$ cat src/sv/bvdpm_pkg.sv
// ----------------------------------------------------------------------------
// bvdpm_pkg: shared types and constants
// Mode and register codes, byte lane geometry, datapath widths and the
// control word that travels with each store read.
// ----------------------------------------------------------------------------
package bvdpm_pkg;

	localparam int LANES  = 8;   // bytes per store word
	localparam int LANE_W = 3;
	localparam int BYTE_W = 8;
	localparam int LEN_W  = 8;   // holds a length up to 128
	localparam int PROD_W = 16;  // byte times byte
	localparam int PSUM_W = 19;  // sum of one word of products
	localparam int ACC_W  = 23;  // 128 * 255 * 255 fits
	localparam int SQ_W   = 32;  // scale squared, Q0.32
	localparam int DOT_W  = 55;

	// input modes
	localparam logic [1:0] MODE_WR_A  = 2'd0;
	localparam logic [1:0] MODE_WR_B  = 2'd1;
	localparam logic [1:0] MODE_QUERY = 2'd2;

	// configuration register indexes
	localparam logic [1:0] CFG_LENGTH  = 2'd0;
	localparam logic [1:0] CFG_SCALE   = 2'd1;
	localparam logic [1:0] CFG_COUNT_A = 2'd2;
	localparam logic [1:0] CFG_COUNT_B = 2'd3;

	// control that rides along with one store word read
	typedef struct packed {
		logic             valid;
		logic             last;
		logic [LANES-1:0] lane_mask;
	} mac_ctl_t;

	function automatic logic [LEN_W-1:0] len_of_code(input logic [1:0] code);
		logic [LEN_W-1:0] len;
		case (code)
			2'd0:    len = 8'd16;
			2'd1:    len = 8'd32;
			2'd2:    len = 8'd64;
			default: len = 8'd128;
		endcase
		return len;
	endfunction

endpackage

$ cat src/sv/bvdpm_mac.sv
// ----------------------------------------------------------------------------
// bvdpm_mac: byte multiply-accumulate
// Eight lane products per word, registered, then summed into the query
// accumulator. Masked lanes contribute zero.
// ----------------------------------------------------------------------------
module bvdpm_mac import bvdpm_pkg::*; (
	input  logic                     clk,
	input  logic                     arst_n,
	input  logic                     clear,
	input  mac_ctl_t                 ctl,
	input  logic [LANES*BYTE_W-1:0]  a_word,
	input  logic [LANES*BYTE_W-1:0]  b_word,
	output logic [ACC_W-1:0]         acc,
	output logic                     acc_done
);

	logic [PROD_W-1:0] prod_s2 [LANES];
	mac_ctl_t          ctl_s2;
	logic [PSUM_W-1:0] psum;
	logic [ACC_W-1:0]  acc_q;
	logic              acc_done_q;

	// stage 2: lane products
	always_ff @(posedge clk) begin
		for (int l = 0; l < LANES; l++) begin
			prod_s2[l] <= ctl.lane_mask[l]
				? PROD_W'(a_word[l*BYTE_W +: BYTE_W]) * PROD_W'(b_word[l*BYTE_W +: BYTE_W])
				: '0;
		end
	end

	always_ff @(posedge clk or negedge arst_n) begin
		if (!arst_n) begin
			ctl_s2 <= '0;
		end else begin
			ctl_s2 <= ctl;
		end
	end

	always_comb begin
		psum = '0;
		for (int l = 0; l < LANES; l++) begin
			psum = psum + PSUM_W'(prod_s2[l]);
		end
	end

	// stage 3: accumulate
	always_ff @(posedge clk or negedge arst_n) begin
		if (!arst_n) begin
			acc_q      <= '0;
			acc_done_q <= 1'b0;
		end else begin
			acc_done_q <= ctl_s2.valid & ctl_s2.last;
			if (clear) begin
				acc_q <= '0;
			end else if (ctl_s2.valid) begin
				acc_q <= acc_q + ACC_W'(psum);
			end
		end
	end

	assign acc      = acc_q;
	assign acc_done = acc_done_q;

endmodule

$ cat config.mk
export PLATFORM = sky130hd
export DESIGN_NAME = bvdpm_mac
export DESIGN_NICKNAME = d
export VERILOG_FILES = /design/src/sv/bvdpm_pkg.sv /design/src/sv/bvdpm_mac.sv
export SDC_FILE = /design/constraint.sdc
export NUM_CORES = 1
export LEC_CHECK = 0
export BUFFER_PORTS_ARGS = -buffer_cell sky130_fd_sc_hd__buf_2
export CAP_MARGIN = 10
export CORE_ASPECT_RATIO = 0.5
export CORE_MARGIN = 5
export CORE_UTILIZATION = 60
export CTS_CLUSTER_DIAMETER = 60
export DETAILED_ROUTE_END_ITERATION = 10
export GPL_TIMING_DRIVEN = 0
export HOLD_SLACK_MARGIN = 0.02
export PLACE_DENSITY_LB_ADDON = 0.3
export SLEW_MARGIN = 40
export SYNTH_ARGS = -nofsm -noshare
export SYNTH_HDL_FRONTEND = slang
export SYNTH_SLANG_ARGS = --single-unit
export TNS_END_PERCENT = 100
$ cat constraint.sdc
create_clock -name clk -period 5 [get_ports clk]
set_clock_uncertainty 0.15 [all_clocks]
set_input_delay 1 -clock clk [delete_from_list [all_inputs] [get_ports clk]]
set_output_delay 1 -clock clk [all_outputs]
set_load 0.02 [all_outputs]
==> implementation parameters, run 1 <==
Parameter                              Value

Status
  Run status ... finished, final reports clean

Worst setup path
  Critical path's largest stage delay ... between 0.5 and 0.6 ns
  Maximum fanout count along the critical path ... 8
  Crit path required time ... between 5 and 6 ns
  Data arrival time of the critical path ... approximately 5 ns
  Crit path buf inv count ... 4
  Cells traversed along the worst timing path ... clkbuf_2, nand2_1, fa_1, fa_1, inv_1, fa_1, inv_1, fa_1, inv_1, ha_1, o21a_1, o31a_1, o31ai_2, a31oi_1, or3_1, a21oi_1
  Worst setup SP type ... input port
  Type of the worst setup path ... input port to flip-flop
  Type of element capturing the critical path ... flip-flop
  Slowest cell on the critical path ... sky130_fd_sc_hd__fa_1
  Critical path's top delay family ... adder cells
  Most frequent cell on the critical path ... sky130_fd_sc_hd__fa_1

Drt
  Via count ... ~19000
  Post-detailed-routing wire length ... approximately 54 mm
  Router iterations before antenna repair ... 5
  Remaining design rule violation count ... 0
  Number of vias per cell ... 5.369
  Remaining antenna violation count after routing ... 0
  Number of DRC markers in iteration 0 ... around 1100
  Routed WL per cell ... 15.56 um

Floorplanning
  Die Wd ... approximately 300 um
  Core area ... around 40000 um2
  DIE HEIGHT ... 153.1 um
  Area enclosed by the die boundary ... between 40000 and 50000 um2
  Starting Density ... 60.71%
  Count of standard-cell rows ... 52
  Top-level port count ... 165

STA
  Transition time of the tightest slew-check pin ... 0.7141 ns
  Final-report hold violation count ... 0
  Maximum clock rate ... between 0.2 and 0.25 GHz
  Worst Hold Margin ... around 0.3 ns
  Unrepaired setup endpoints after global routing ... false
  Relative slew slack ... around 52%
  Final worst-path cycle share ... 96.85%
  Final count of negative-setup-slack endpoints ... 0
  Pins Over Slew Limit ... 0
  Shortest clock period the worst path allows after layout ... between 4 and 5 ns

Synth
  Post-Syn Nets ... between 3000 and 4000
  Synth unique cells ... ~70
  Post-synthesis cell count ... around 2700
  Proportion of synthesized area in mux cells ... approximately 1.6%
  Dominant combinational cell family by area after synthesis ... adder cells
  Adder-cell share of the synthesized area ... between 40% and 50%
  Count of flip-flops with a built-in enable after synthesis ... 0
  Synth Cell Area ... 24570 um2
  Simple-gate share of the synthesized area ... 18.53%
  Number of flip-flops and latches in the synthesized netlist ... roughly 150
  Mean Syn Cell Area ... about 9.0 um2
  Sequential element share of the synthesized area ... 13.08%
  Async set-or-reset flop fraction in the synthesized netlist ... 16.88%
  Xor and xnor fraction of the mapped netlist area ... less than 1%
  Number of warning messages in the yosys log ... 0
  Synth Area in Compound Gates ... ~7.9%
  Most used flip-flop cell after synthesis ... sky130_fd_sc_hd__dfxtp_1

Place
  # port buffers ... 155
  Final RePlAce weighted congestion ... around 0.90
  HPWL after detailed placement ... roughly 46 mm
  Instance count after placement with tap cells included ... roughly 3400

Global route
  Leftover overflow at the end of global routing ... 0
  Via count of the first global-routing pass ... 19230
  Total global-route track usage ... between 20% and 30%
  Pin count of the biggest net entering global routing ... 27
  Number of antenna violations at the first check in global routing ... 1
  Global-route wire length before repair ... between 90 and 100 mm

Clocking
  Clock-pin slew of the registers on the worst-case setup and hold paths ... around 0.07 ns
  CTS Root Buffer Type ... sky130_fd_sc_hd__clkbuf_16
  Clock tree from TritonCTS ... built
  Number of levels the H-tree was split into ... 4
  Clock tree buffer depth ... 2
  Clock latency reported for the late side of the worst-skew pair ... 0.44 ns
  Sink Count ... approximately 150
  Total clock buffers created by CTS ... 17
  Post-CTS setup-driven buffer insertion count ... 0

Cells and area
  Number of non-filler instances in the completed layout ... 3453
  Syn-to-layout area delta ... 8.632%
  Sequential cell area ... 3213 um2
  Net count, final ... roughly 3800
  Multi-input logic area ... about 19000 um2
  Number of fill cells ... ~3300
  Layout cell share with drive strength beyond 1 ... just under 8%

Job
  Count of maximum capacitance violations ... 0

Hold path
  Type of the tightest min-delay check ... flip-flop to flip-flop
## kinds of logic (layout without fill, tap and decap cells)
logic type / Yosys count / in the layout
DFF: 154 / 154
muxes: 39 / 39
and+or+nand+nor: 891 / 891
buffers and inverters: 603 / 790
adders and majority gates: 712 / 712
xor gates and xnor gates: 28 / 28
other: 0 / 1
AOI/OAI and AO/OA: 298 / 298
## worst register-to-register path: stages (launching register included)
cell	delay [ns]
sky130_fd_sc_hd__dfxtp_1	0.33
sky130_fd_sc_hd__fa_1	0.64
sky130_fd_sc_hd__fa_1	0.50
sky130_fd_sc_hd__fa_1	0.55
sky130_fd_sc_hd__inv_1	0.05
sky130_fd_sc_hd__fa_1	0.48
sky130_fd_sc_hd__inv_1	0.05
sky130_fd_sc_hd__ha_1	0.21
sky130_fd_sc_hd__fa_1	0.47
sky130_fd_sc_hd__a21o_2	0.24
sky130_fd_sc_hd__a31oi_4	0.23
sky130_fd_sc_hd__a211oi_2	0.15
sky130_fd_sc_hd__o21ai_1	0.18
sky130_fd_sc_hd__a31o_2	0.18
sky130_fd_sc_hd__mux2_4	0.30
## stage by stage
stage               utilization, %  setup slack (ns)  cell area, um2  TNS [ns]
floorplan                        -           0.04640           24570         0
global placement             64.30           -0.7150           26020    -6.825
detailed placement           64.30           -0.6720           26020    -7.985
CTS                          65.79           0.01090           26630         0
global route                 65.95          0.009317           26690         0
finish                       65.95            0.1574           26690         0
## synth_stat cells, types with 6 or more instances
master	instances	share of area, %
sky130_fd_sc_hd__xor2_1	9	0.32
sky130_fd_sc_hd__nor3_1	33	0.67
sky130_fd_sc_hd__a211oi_1	18	0.55
sky130_fd_sc_hd__a21oi_1	73	1.5
sky130_fd_sc_hd__or2_2	9	0.23
sky130_fd_sc_hd__ha_1	313	16
sky130_fd_sc_hd__inv_1	566	8.6
sky130_fd_sc_hd__nand4_1	11	0.28
sky130_fd_sc_hd__fa_1	399	33
sky130_fd_sc_hd__or3_1	7	0.18
sky130_fd_sc_hd__nand3_1	22	0.45
sky130_fd_sc_hd__nand2b_1	38	0.97
sky130_fd_sc_hd__nor2b_1	30	0.76
sky130_fd_sc_hd__a21o_1	39	1.2
sky130_fd_sc_hd__mux2i_1	34	1.4
sky130_fd_sc_hd__xnor2_1	19	0.68
sky130_fd_sc_hd__a21boi_0	10	0.31
sky130_fd_sc_hd__a31oi_1	9	0.23
sky130_fd_sc_hd__nor3b_1	15	0.46
sky130_fd_sc_hd__and3_1	17	0.43
sky130_fd_sc_hd__dfrtp_1	26	2.6
sky130_fd_sc_hd__o21ai_0	60	1.2
sky130_fd_sc_hd__clkinv_1	6	0.092
sky130_fd_sc_hd__o211ai_1	11	0.34
sky130_fd_sc_hd__and2_1	289	7.4
sky130_fd_sc_hd__dfxtp_1	128	10
sky130_fd_sc_hd__o31ai_1	9	0.27
sky130_fd_sc_hd__o22ai_1	8	0.20
sky130_fd_sc_hd__nor2_1	85	1.3
sky130_fd_sc_hd__o21a_1	19	0.58
sky130_fd_sc_hd__o31a_1	9	0.32
sky130_fd_sc_hd__nand2_1	318	4.9
sky130_fd_sc_hd__clkbuf_1	27	0.41
## what timing repair did
item / CTS / global route
endpoints found under the setup margin: 3 / 18
gates resized for setup: 3 / 22
hold buffers: 0 / 0
pin swaps: 0 / 1
cloned: 0 / 0
## cell type report
type | count | share of cell area, %
clock buffers | 17 | 1.594
clock inverters | 15 | 0.6469
flip-flops and latches | 154 | 12.04
well taps | 540 | 2.531
repair buffers | 155 | 2.906
inverters | 572 | 8.044
multi-input cells | 1968 | 71.58
diodes | 1 | 0.009376
plain buffers | 31 | 0.6516
## registers in the layout, indices dropped and copies added (netlist names)
signal,count
ctl_s2,2
acc_done,1
acc,23
prod_s2,128
## worst paths after layout
path                                           from                        end  slack (ns)  depth (start not counted)
max in group asynchronous                    arst_n        acc[11]$_DFFE_PN0P_        3.86                          1
min in group asynchronous                    arst_n        acc[15]$_DFFE_PN0P_        0.42                          1
hold reg to reg                 ctl_s2[8]$_DFF_PN0_         acc_done$_DFF_PN0_        0.31                          1
hold / removal                  ctl_s2[8]$_DFF_PN0_         acc_done$_DFF_PN0_        0.31                          1
setup / recovery                         a_word[21]  prod_s2[2][15]$_SDFF_PN0_        0.16                         16
setup reg to reg           prod_s2[1][2]$_SDFF_PN0_        acc[18]$_DFFE_PN0P_        0.18                         14
## cell usage in the layout (no fill, tap or decap), drive strengths merged, types with 11 or more instances in the layout
master | netlist | final
inv | 566 | 577
fa | 399 | 399
nand2 | 318 | 318
ha | 313 | 313
and2 | 289 | 289
buf | 1 | 156
dfxtp | 128 | 128
nor2 | 85 | 85
a21oi | 74 | 74
o21ai | 62 | 62
clkbuf | 29 | 46
a21o | 41 | 41
nand2b | 38 | 38
mux2i | 34 | 34
nor3 | 33 | 33
nor2b | 30 | 30
dfrtp | 26 | 26
nand3 | 22 | 22
o21a | 19 | 19
xnor2 | 19 | 19
a211oi | 19 | 19
and3 | 17 | 17
nor3b | 15 | 15
nand4 | 11 | 11
o211ai | 11 | 11
a21boi | 11 | 11
## per-layer routing
layer | vias to the layer above | wire (um) | share of wire (%) | track usage, %
met5 | - | 0 | 0 | 0
met4 | 0 | 786 | 1.5 | 4.573
met3 | 70 | 3324 | 6.2 | 4.741
met2 | 443 | 25830 | 48 | 41.59
met1 | 9149 | 23800 | 44 | 33.76
li1 | 8876 | - | - | -
Power of run 1 is left out: the tool's default activity adds up to more than one toggle a clock period on the data nets, which glitch-free logic cannot reach.
==> run 2: changes to the inputs <==
- PLACE_DENSITY: not set -> 0.83
- PLACE_DENSITY_LB_ADDON: 0.3 -> not set
- clock period: 5 -> 5.5 ns (I/O delays scaled with it)
==> implementation parameters, run 2 (same netlist as run 1, synthesis figures left out) <==
Parameter                              Value

Status
  Run status ... finished, final reports clean

Clocking
  Total clock buffers created by CTS ... 17 (unchanged)
  Clock-pin slew of the registers on the worst-case setup and hold paths ... 0.07 ns (about the same)
  Number of buffers inserted for hold repair after clock tree synthesis ... 0 (unchanged)
  CTS Root Buffer Type ... sky130_fd_sc_hd__clkbuf_16
  Post-CTS setup-driven buffer insertion count ... 0 (unchanged)
  Sink Count ... 154 (unchanged)
  Clock tree from TritonCTS ... built
  Clock tree buffer depth ... 2 (unchanged)
  Post-CTS Resized ... 0 (-3)
  Clock latency reported for the late side of the worst-skew pair ... 0.46 ns (+0.02 ns)
  Number of levels the H-tree was split into ... 4 (unchanged)

Global route
  Number of antenna violations at the first check in global routing ... 2 (+1)
  Via count of the first global-routing pass ... 20130 (+4.7%)
  Pin count of the biggest net entering global routing ... 27 (unchanged)
  Global-route wire length before repair ... 94.85 mm (+3.0%)
  Leftover overflow at the end of global routing ... 0 (unchanged)
  Total global-route track usage ... 25.37% (+0.72 points)

Place
  Final RePlAce weighted congestion ... 0.9032 (+0.79%)
  HPWL after detailed placement ... 47.08 mm (+2.8%)
  # port buffers ... 155 (unchanged)
  Instance count after placement with tap cells included ... 3420 (unchanged)

STA
  Maximum clock rate ... 0.1893 GHz
  Final-report hold violation count ... 0 (unchanged)
  Final worst-path cycle share ... roughly 96%
  Pins Over Slew Limit ... 0 (unchanged)
  Shortest clock period the worst path allows after layout ... about 5.3 ns
  Unrepaired setup endpoints after global routing ... false
  Transition time of the tightest slew-check pin ... 0.7567 ns (+0.04260 ns)
  Relative slew slack ... 49.55% (-2.8 points)
  Final count of negative-setup-slack endpoints ... 0 (unchanged)

Worst setup path
  Worst setup SP type ... input port
  Data arrival time of the critical path ... 5.46 ns (+0.43 ns)
  Type of the worst setup path ... input port to flip-flop
  Cell depth of the worst flop-to-flop path ... 14 (unchanged)
  Maximum fanout count along the critical path ... 8 (unchanged)
  Crit path required time ... 5.68 ns (+0.49 ns)
  Type of element capturing the critical path ... flip-flop

Cells and area
  Layout cell share with drive strength beyond 1 ... 7.349% (-0.55 points)
  Top reg by flops ... prod_s2
  Commonest cells after routing, fill and taps aside ... sky130_fd_sc_hd__inv_1 (566), sky130_fd_sc_hd__fa_1 (399), sky130_fd_sc_hd__nand2_1 (318), sky130_fd_sc_hd__ha_1 (313), sky130_fd_sc_hd__and2_1 (289)
  Number of fill cells ... 3111 (-6.9%)
  Flip-flop count of the largest register after layout ... 128 (unchanged)
  Most common library cell in the layout ignoring fill and taps ... sky130_fd_sc_hd__inv_1
  Core utilization of the finished layout ... 65.80% (-0.16 points)
  Syn-to-layout area delta ... 8.372%
  Number of non-filler instances in the completed layout ... 3455 (+0.058%)
  Net count, final ... 3752 (unchanged)

Drt
  Via count ... 18880 (+1.8%)
  Number of vias per cell ... 5.464 (+1.8%)
  Router iterations before antenna repair ... 5 (unchanged)
  Routed WL per cell ... 16.14 um (+3.7%)
  Remaining design rule violation count ... 0 (unchanged)
  Remaining antenna violation count after routing ... 0 (unchanged)
  Number of DRC markers in iteration 0 ... 984 (-7.3%)
  Post-detailed-routing wire length ... 55.78 mm (+3.8%)

Floorplanning
  Core area ... 40470 um2 (unchanged)
  Area enclosed by the die boundary ... 45340 um2 (unchanged)
  Count of standard-cell rows ... 52 (unchanged)
  DIE HEIGHT ... 153.1 um (unchanged)
  Starting Density ... 60.71% (unchanged)
  Die Wd ... 296.2 um (unchanged)
  Top-level port count ... 165 (unchanged)

Hold path
  Type of the tightest min-delay check ... flip-flop to flip-flop
  Cell depth of the worst hold path ... 1 (unchanged)

Job
  Count of maximum capacitance violations ... 0 (unchanged)
-- run 2: cell types whose count changed in the layout (fill, tap and decap cells not counted), sizes merged --
| cell | change |
|---|---|
| inv | -2 |
| clkinv | +2 |
| diode | +2 |
-- run 2: critical path: stages --
cell and delay (ns):
sky130_fd_sc_hd__clkbuf_1 0.29, sky130_fd_sc_hd__nand2_1 0.15, sky130_fd_sc_hd__fa_1 0.52, sky130_fd_sc_hd__fa_1 0.54
sky130_fd_sc_hd__inv_1 0.05, sky130_fd_sc_hd__fa_1 0.47, sky130_fd_sc_hd__inv_1 0.06, sky130_fd_sc_hd__fa_1 0.47
sky130_fd_sc_hd__inv_1 0.04, sky130_fd_sc_hd__ha_1 0.30, sky130_fd_sc_hd__o21a_1 0.11, sky130_fd_sc_hd__o31a_1 0.12
sky130_fd_sc_hd__o31ai_1 0.35, sky130_fd_sc_hd__a31oi_1 0.15, sky130_fd_sc_hd__or3_1 0.36, sky130_fd_sc_hd__a21oi_1 0.35
-- run 2: metal layers --
layer	part of all wire [%]	up-vias	track usage, %
met3	6.2	92	4.712
met2	50	527	44.64
li1	-	8887	-
met1	42	9372	32.65
met5	0	-	0
met4	1.9	0	6.215
-- run 2: path summary, 6_finish.rpt --
| path | end | slack, ns | startpoint |
|---|---|---|---|
| min in group asynchronous | acc[18]$_DFFE_PN0P_ | 0.52 | arst_n |
| worst min register to register | acc_done$_DFF_PN0_ | 0.31 | ctl_s2[8]$_DFF_PN0_ |
| max in group asynchronous | acc[0]$_DFFE_PN0P_ | 4.23 | arst_n |
| worst max-delay path | prod_s2[5][15]$_SDFF_PN0_ | 0.22 | a_word[45] |
| worst max register to register | acc[22]$_DFFE_PN0P_ | 0.55 | prod_s2[1][2]$_SDFF_PN0_ |
| worst min-delay path | acc_done$_DFF_PN0_ | 0.31 | ctl_s2[8]$_DFF_PN0_ |
-- run 2: metrics by stage --
step / hold slack [ns] / setup WS, ns / area, um2 / TNS [ns]
after global routing: 0.3360 / 0.07703 / 26620 / 0
final: 0.3063 / 0.2165 / 26630 / 0
after global placement: 0.2854 / -0.1854 / 26020 / -0.2749
after CTS: 0.3101 / 0.2529 / 26620 / 0
after floorplan: 0.2777 / 0.4464 / 24570 / 0
after detailed placement: 0.2904 / -0.2193 / 26020 / -0.4686
-- run 2: final cells by class --
cell class	count	area, um2	area share [%]
repair buffers	155	775.7	2.913
clock buffers	17	425.4	1.598
flip-flops and latches	154	3213	12.07
inverters	572	2147	8.064
plain buffers	31	165.2	0.6203
diodes	3	7.507	0.02819
well taps	540	675.6	2.537
clock inverters	15	172.7	0.6485
multi-input cells	1968	19040	71.52
Power of run 2 is left out for the same reason.
==> run 3: changes to the inputs <==
- clock period: 5.5 -> 5.4 ns (I/O delays scaled with it)
==> implementation parameters, run 3 (same netlist as run 1, synthesis figures left out) <==
Parameter                              Value

Status
  Run status ... finished, final reports clean

Floorplanning
  Top-level port count ... 165 (unchanged)
  Core area ... 40470 um2 (unchanged)
  Die Wd ... 296.2 um (unchanged)
  DIE HEIGHT ... 153.1 um (unchanged)
  Area enclosed by the die boundary ... 45340 um2 (unchanged)
  Starting Density ... 60.71% (unchanged)
  Count of standard-cell rows ... 52 (unchanged)

Clocking
  Number of levels the H-tree was split into ... 4 (unchanged)
  Total clock buffers created by CTS ... 17 (unchanged)
  Sink Count ... 154 (unchanged)
  Clock tree from TritonCTS ... built
  Clock latency reported for the late side of the worst-skew pair ... 0.45 ns (about the same)
  Clock tree buffer depth ... 2 (unchanged)
  Clock-pin slew of the registers on the worst-case setup and hold paths ... 0.07 ns (about the same)
  CTS Root Buffer Type ... sky130_fd_sc_hd__clkbuf_16
  Post-CTS setup-driven buffer insertion count ... 0 (unchanged)

STA
  Transition time of the tightest slew-check pin ... 0.7574 ns (+0.0006990 ns)
  Relative slew slack ... 49.51% (about the same)
  Final-report hold violation count ... 0 (unchanged)
  Total Neg Setup Slack ... 0 ns (unchanged)
  Final worst-path cycle share ... about 96%
  Maximum clock rate ... between 0.15 and 0.2 GHz
  Shortest clock period the worst path allows after layout ... around 5.2 ns
  Pins Over Slew Limit ... 0 (unchanged)
  Final count of negative-setup-slack endpoints ... 0 (unchanged)
  Unrepaired setup endpoints after global routing ... false

Worst setup path
  Worst setup SP type ... input port
  Type of the worst setup path ... input port to flip-flop
  Crit path required time ... 5.55 ns (-0.13 ns)
  Maximum fanout count along the critical path ... 8 (unchanged)
  Data arrival time of the critical path ... 5.36 ns (-0.10 ns)
  Type of element capturing the critical path ... flip-flop

Place
  HPWL after detailed placement ... 47.08 mm (unchanged)
  Final RePlAce weighted congestion ... 0.9032 (unchanged)
  # port buffers ... 155 (unchanged)

Global route
  Via count of the first global-routing pass ... 20130 (unchanged)
  Total global-route track usage ... 25.37% (unchanged)
  Leftover overflow at the end of global routing ... 0 (unchanged)
  Number of antenna violations at the first check in global routing ... 2 (unchanged)
  Global-route wire length before repair ... 94.85 mm (unchanged)
  Pin count of the biggest net entering global routing ... 27 (unchanged)

Drt
  Number of vias per cell ... 5.477 (+0.23%)
  Post-detailed-routing wire length ... 55.86 mm (+0.14%)
  Remaining antenna violation count after routing ... 0 (unchanged)
  Remaining design rule violation count ... 0 (unchanged)
  Routed WL per cell ... 16.17 um (+0.14%)
  Via count ... 18920 (+0.23%)
  Number of DRC markers in iteration 0 ... 972 (-1.2%)
  Router iterations before antenna repair ... 5 (unchanged)

Cells and area
  Most common library cell in the layout ignoring fill and taps ... sky130_fd_sc_hd__inv_1
  Layout cell share with drive strength beyond 1 ... 7.383% (+0.034 points)
  Syn-to-layout area delta ... 8.377% (about the same)
  Top reg by flops ... prod_s2
  Flip-flop count of the largest register after layout ... 128 (unchanged)
  Net count, final ... 3752 (unchanged)
  Commonest cells after routing, fill and taps aside ... sky130_fd_sc_hd__inv_1 (566), sky130_fd_sc_hd__fa_1 (399), sky130_fd_sc_hd__nand2_1 (318), sky130_fd_sc_hd__ha_1 (313), sky130_fd_sc_hd__and2_1 (289)

Job
  Count of maximum capacitance violations ... 0 (unchanged)

Hold path
  Type of the tightest min-delay check ... flip-flop to flip-flop
==> run 3: cell counts in the layout (fill, tap and decap cells not counted) <==
Identical to the previous run, type by type.
==> run 3: per-layer routing <==
metal / global-route usage (%) / vias to the layer above / share of wire (%) / wire [um]
met5: 0 / - / 0 / 0
li1: - / 8887 / - / -
met1: 32.65 / 9388 / 42 / 23180
met2: 44.64 / 555 / 50 / 28070
met3: 4.712 / 92 / 6.3 / 3504
met4: 6.215 / 0 / 2.0 / 1100
==> run 3: through the flow <==
stage | setup slack [ns] | std cells | utilization, % | hold slack (ns) | area [um2]
floorplan | 0.3664 | 2725 | - | 0.2777 | 24570
global placement | -0.2654 | 3420 | 64.30 | 0.2854 | 26020
detailed placement | -0.2993 | 3420 | 64.30 | 0.2904 | 26020
CTS | 0.1729 | 3452 | 65.78 | 0.3101 | 26620
global route | 0.03690 | 3454 | 65.79 | 0.3360 | 26630
finish | 0.1897 | 3455 | 65.80 | 0.3069 | 26630
==> run 3: worst paths after layout <==
kind	startpoint	end	slack (ns)	cells after the start
max	a_word[21]	prod_s2[2][13]$_SDFF_PN0_	0.19	16
min	ctl_s2[8]$_DFF_PN0_	acc_done$_DFF_PN0_	0.31	1
max reg2reg	prod_s2[1][2]$_SDFF_PN0_	acc[22]$_DFFE_PN0P_	0.41	14
min reg2reg	ctl_s2[8]$_DFF_PN0_	acc_done$_DFF_PN0_	0.31	1
max in group asynchronous	arst_n	acc[0]$_DFFE_PN0P_	4.16	1
min in group asynchronous	arst_n	acc[19]$_DFFE_PN0P_	0.50	1
==> run 3: cell type report <==
class,count,area [um2]
Multi-Input combinational cell,1968,19040
Fill cell,3111,13840
Sequential cell,154,3213
Inverter,572,2147
Timing Repair Buffer,155,775.7
Tap cell,540,675.6
Clock buffer,17,425.4
Clock inverter,15,172.7
Buffer,31,166.4
Antenna cell,3,7.507
==> run 3: what timing repair did <==
item | in CTS | in global routing
hold buffers | 0 | 0
endpoints found under the setup margin | 0 | 1
gates resized for setup | 0 | 2
==> run 3: critical path, cell delays in order <==
cell                       delay (ns)
sky130_fd_sc_hd__clkbuf_1        0.31
sky130_fd_sc_hd__nand2_1         0.15
sky130_fd_sc_hd__fa_1            0.53
sky130_fd_sc_hd__fa_1            0.55
sky130_fd_sc_hd__inv_1           0.05
sky130_fd_sc_hd__fa_1            0.47
sky130_fd_sc_hd__inv_1           0.07
sky130_fd_sc_hd__fa_1            0.48
sky130_fd_sc_hd__inv_1           0.04
sky130_fd_sc_hd__ha_1            0.31
sky130_fd_sc_hd__o21a_1          0.12
sky130_fd_sc_hd__o31a_1          0.12
sky130_fd_sc_hd__o31ai_1         0.34
sky130_fd_sc_hd__a21boi_0        0.19
sky130_fd_sc_hd__o21a_1          0.20
sky130_fd_sc_hd__nor3_1          0.34
Power of run 3 is left out for the same reason.
